<file path="config.mk">
export PLATFORM = sky130hd
export DESIGN_NAME = kti_ram
export DESIGN_NICKNAME = d
export VERILOG_FILES = /design/src/rtl/kti_ram.sv
export SDC_FILE = /design/constraint.sdc
export NUM_CORES = 1
export LEC_CHECK = 0
export BUFFER_PORTS_ARGS = -buffer_cell sky130_fd_sc_hd__buf_4
export CAP_MARGIN = 20
export CORE_UTILIZATION = 54
export CTS_CLUSTER_DIAMETER = 200
export DETAILED_ROUTE_END_ITERATION = 12
export GPL_ROUTABILITY_DRIVEN = 0
export PLACE_DENSITY = 0.72
export SLEW_MARGIN = 40
export SYNTH_ARGS = -nofsm -noshare
export SYNTH_HDL_FRONTEND = slang
export SYNTH_SLANG_ARGS = --single-unit
</file>
<file path="constraint.sdc">
create_clock -name clk_i -period 1.93 [get_ports clk_i]
set_clock_uncertainty 0.1 [all_clocks]
set_input_delay 0.4825 -clock clk_i [delete_from_list [all_inputs] [get_ports clk_i]]
set_output_delay 0.4825 -clock clk_i [all_outputs]
set_load 0.02 [all_outputs]
</file>
<file path="src/rtl/kti_ram.sv">
// generic simple dual-port ram with registered read
`timescale 1ns / 1ps
module kti_ram #(
  parameter int unsigned WIDTH = 8,
  parameter int unsigned DEPTH = 16
) (
  input  logic                     clk_i,
  input  logic                     we_i,
  input  logic [$clog2(DEPTH)-1:0] waddr_i,
  input  logic [WIDTH-1:0]         wdata_i,
  input  logic [$clog2(DEPTH)-1:0] raddr_i,
  output logic [WIDTH-1:0]         rdata_o
);

  logic [WIDTH-1:0] mem [DEPTH];
  logic [WIDTH-1:0] rdata_q;

  always_ff @(posedge clk_i) begin
    if (we_i) begin
      mem[waddr_i] <= wdata_i;
    end
    rdata_q <= mem[raddr_i];
  end

  assign rdata_o = rdata_q;

endmodule

</file>
==> out/results.ini <==
[synth]
synth-simple-area-share_pct = 3.18
synth-edff-count = 128
yosysTopAreaCell = edfxtp_1
yosysMostFrequentCell = edfxtp_1
async_flop_share_pct = 0
synth_xor_area_share_pct = 0
synth_top_area_share_pct = 74.7
syn_area_per_cell_um2 = 22.5
post_synth_num_cell_types = 19
ys_ff_latch = 136
synth_fa_ha_area_share_pct = 0
muxShareOfSynthArea_pct = 15.0
seq_area_frac_synth_pct = 77.8
synth-main-ff-cell = edfxtp_1
yosys-top-cells-area = edfxtp_1, mux4_2, mux4_1
synth_fp_nets = 247
synthTopCellsByCount = edfxtp_1, mux4_2, a22oi_1
syn_inst = 229
synth_area_um2 = 5150
synth_warnings = 0
synth-compound-area-share_pct = 2.33
synth_top_family_by_area = multiplexers

[cells_and_area]
final_nets = 306
final_core_util_pct = 67.5
fillerInstances = 558
multiInputGateArea_um2 = 1060
n_antenna_cell = 0
syn_to_final_growth_pct = 21.1
drive_above_1_share_pct = 33.6
finalInstanceArea_um2 = 6230
regArea_um2 = 4000

[grt]
grt_usage_pct = 22.9
grt_start_max_net_pins = 17
grt_pass1_vias = 2569
grt-ovfl-total = 0
antenna_found_initial = 0
grt_pass1_wl_um = 15400

[pwr]
power.density_nw_per_um2 = 1100
p_leak_nw = 2.14
ir_worst_vdd_v = 0.000613
p_total_mw = 6.85

[sta]
fin_setup_tns_ns = 0
slew_viol_final = 0
fin_crit_sh_pct = 83.5
hold_viol = 0
period_needed_ns = 1.61
fin_ws_ns = 0.319
worst_slew_pin_slew_ns = 0.747
rsz0062_at_grt = false
max_slew_margin_pct = 50.0
setup_viol = 0
max_freq_mhz = 621

[detailed_routing]
routed_wl_um = 10100
drcViolationCount = 0
wl_per_cell_um = 23.6
wl_met2_um = 5330
drt_iter0_markers = 236
firstDrtPassIters = 4
route.met3.wl_um = 391
final_antenna_net_count = 0
vias_per_cell = 5.79
highest_layer = met4
vias = 2490
wl_met1_um = 4220

[clock_tree]
cts_hold_buf = 0
clockRootBuffer = clkbuf_8
cts_resized = 0
cts_setup_buffers = 0
cts-buffers-inserted = 17
clock_sinks = 136
htreeDepth = 4
clk_latency_ns = 0.51
cts_tree = built
cts_buffer_depth = 2
clk_pin_slew_ns = 0.06

[setup_path]
path_buf_inv = 1
cp.required_ns = 1.35
critPathMaxStageDelay_ns = 0.36
path_max_fanout = 1
critPathLaunchType = flop
cp.arrival_ns = 1.03
cpLargestDelayFamily = flip-flops
path_cells = buf_4
cp_slowest_cell = dfxtp_1
endpoint_kind = primary output
path_class = reg -> out

[die]
die_w_um = 99.6
rows = 35
fp.dieH_um = 99.6
io_pins = 26
die-area_um2 = 9930
core-area_um2 = 9240
start_util_pct = 55.7

[run]
drv_cap = 0

[placed_design]
pre_cts_ws_ns = -0.0277
port-buffer-count = 25
dpl_cell_area_um2 = 5640
hpwl_um = 6280

[worst_hold_path]
hold_path_class = in -> reg

[run_status]
status = finished, final reports clean

routing by layer:
metal	vias up	global-route usage (%)
met5	-	0
met4	0	10.4
met3	13	4.85
met2	78	37.4
met1	1309	30.0
li1	1090	-
where the power goes:
part,total [mW],internal [mW],switching (mW),leakage (nW)
Clock,3.16,1.98,1.19,0.282
Sequential,3.33,3.30,0.0234,1.22
Combinational,0.362,0.166,0.197,0.635
path summary, 6_finish.rpt:
kind,slack (ns),from,end,cells past startpoint
worst min-delay path,0.18,wdata_i[3],mem[5][3],1
worst max-delay path,0.32,rdata_o[3],rdata_o[3],1
worst min register to register,0.57,mem[14][1],rdata_o[1],3
worst max register to register,0.43,mem[11][7],rdata_o[7],4
logic make-up after synthesis:
logic type / count (synthesis)
mux: 32
simple gates: 35
flops: 136
compound gates: 16
buf+inv: 10
placed cells by master, fill, tap and decap left out, drive strengths merged:
master,count
nor2,13
nand3,1
buf,50
inv,2
edfxtp,128
nand3b,2
mux4,32
and2b,1
nand2b,2
and2,1
or3b,1
clkinvlp,3
clkinv,6
nor2b,1
bufinv,3
clkbuf,18
nand2,9
a22oi,16
dfxtp,8
nor3,4
flip-flops by register name, summed over array words and instances, names as in the netlist:
register	count
mem	128
rdata_o	8
area by class of cell:
cell class                 instances  area share [%]
tap                              129            2.59
clock buffer                      18            6.70
sequential                       136            64.2
multi-input combinational         83            17.0
timing repair buffer              50            6.62
clock inverter                    14            2.81
through the flow:
stage | instances | hold slack (ns)
finish | 430 | 0.183
CTS | 430 | 0.158
floorplan | 229 | 0.481
global placement | 398 | 0.548
global route | 430 | 0.166
detailed placement | 398 | 0.555
(Power assumes the default switching activity.)
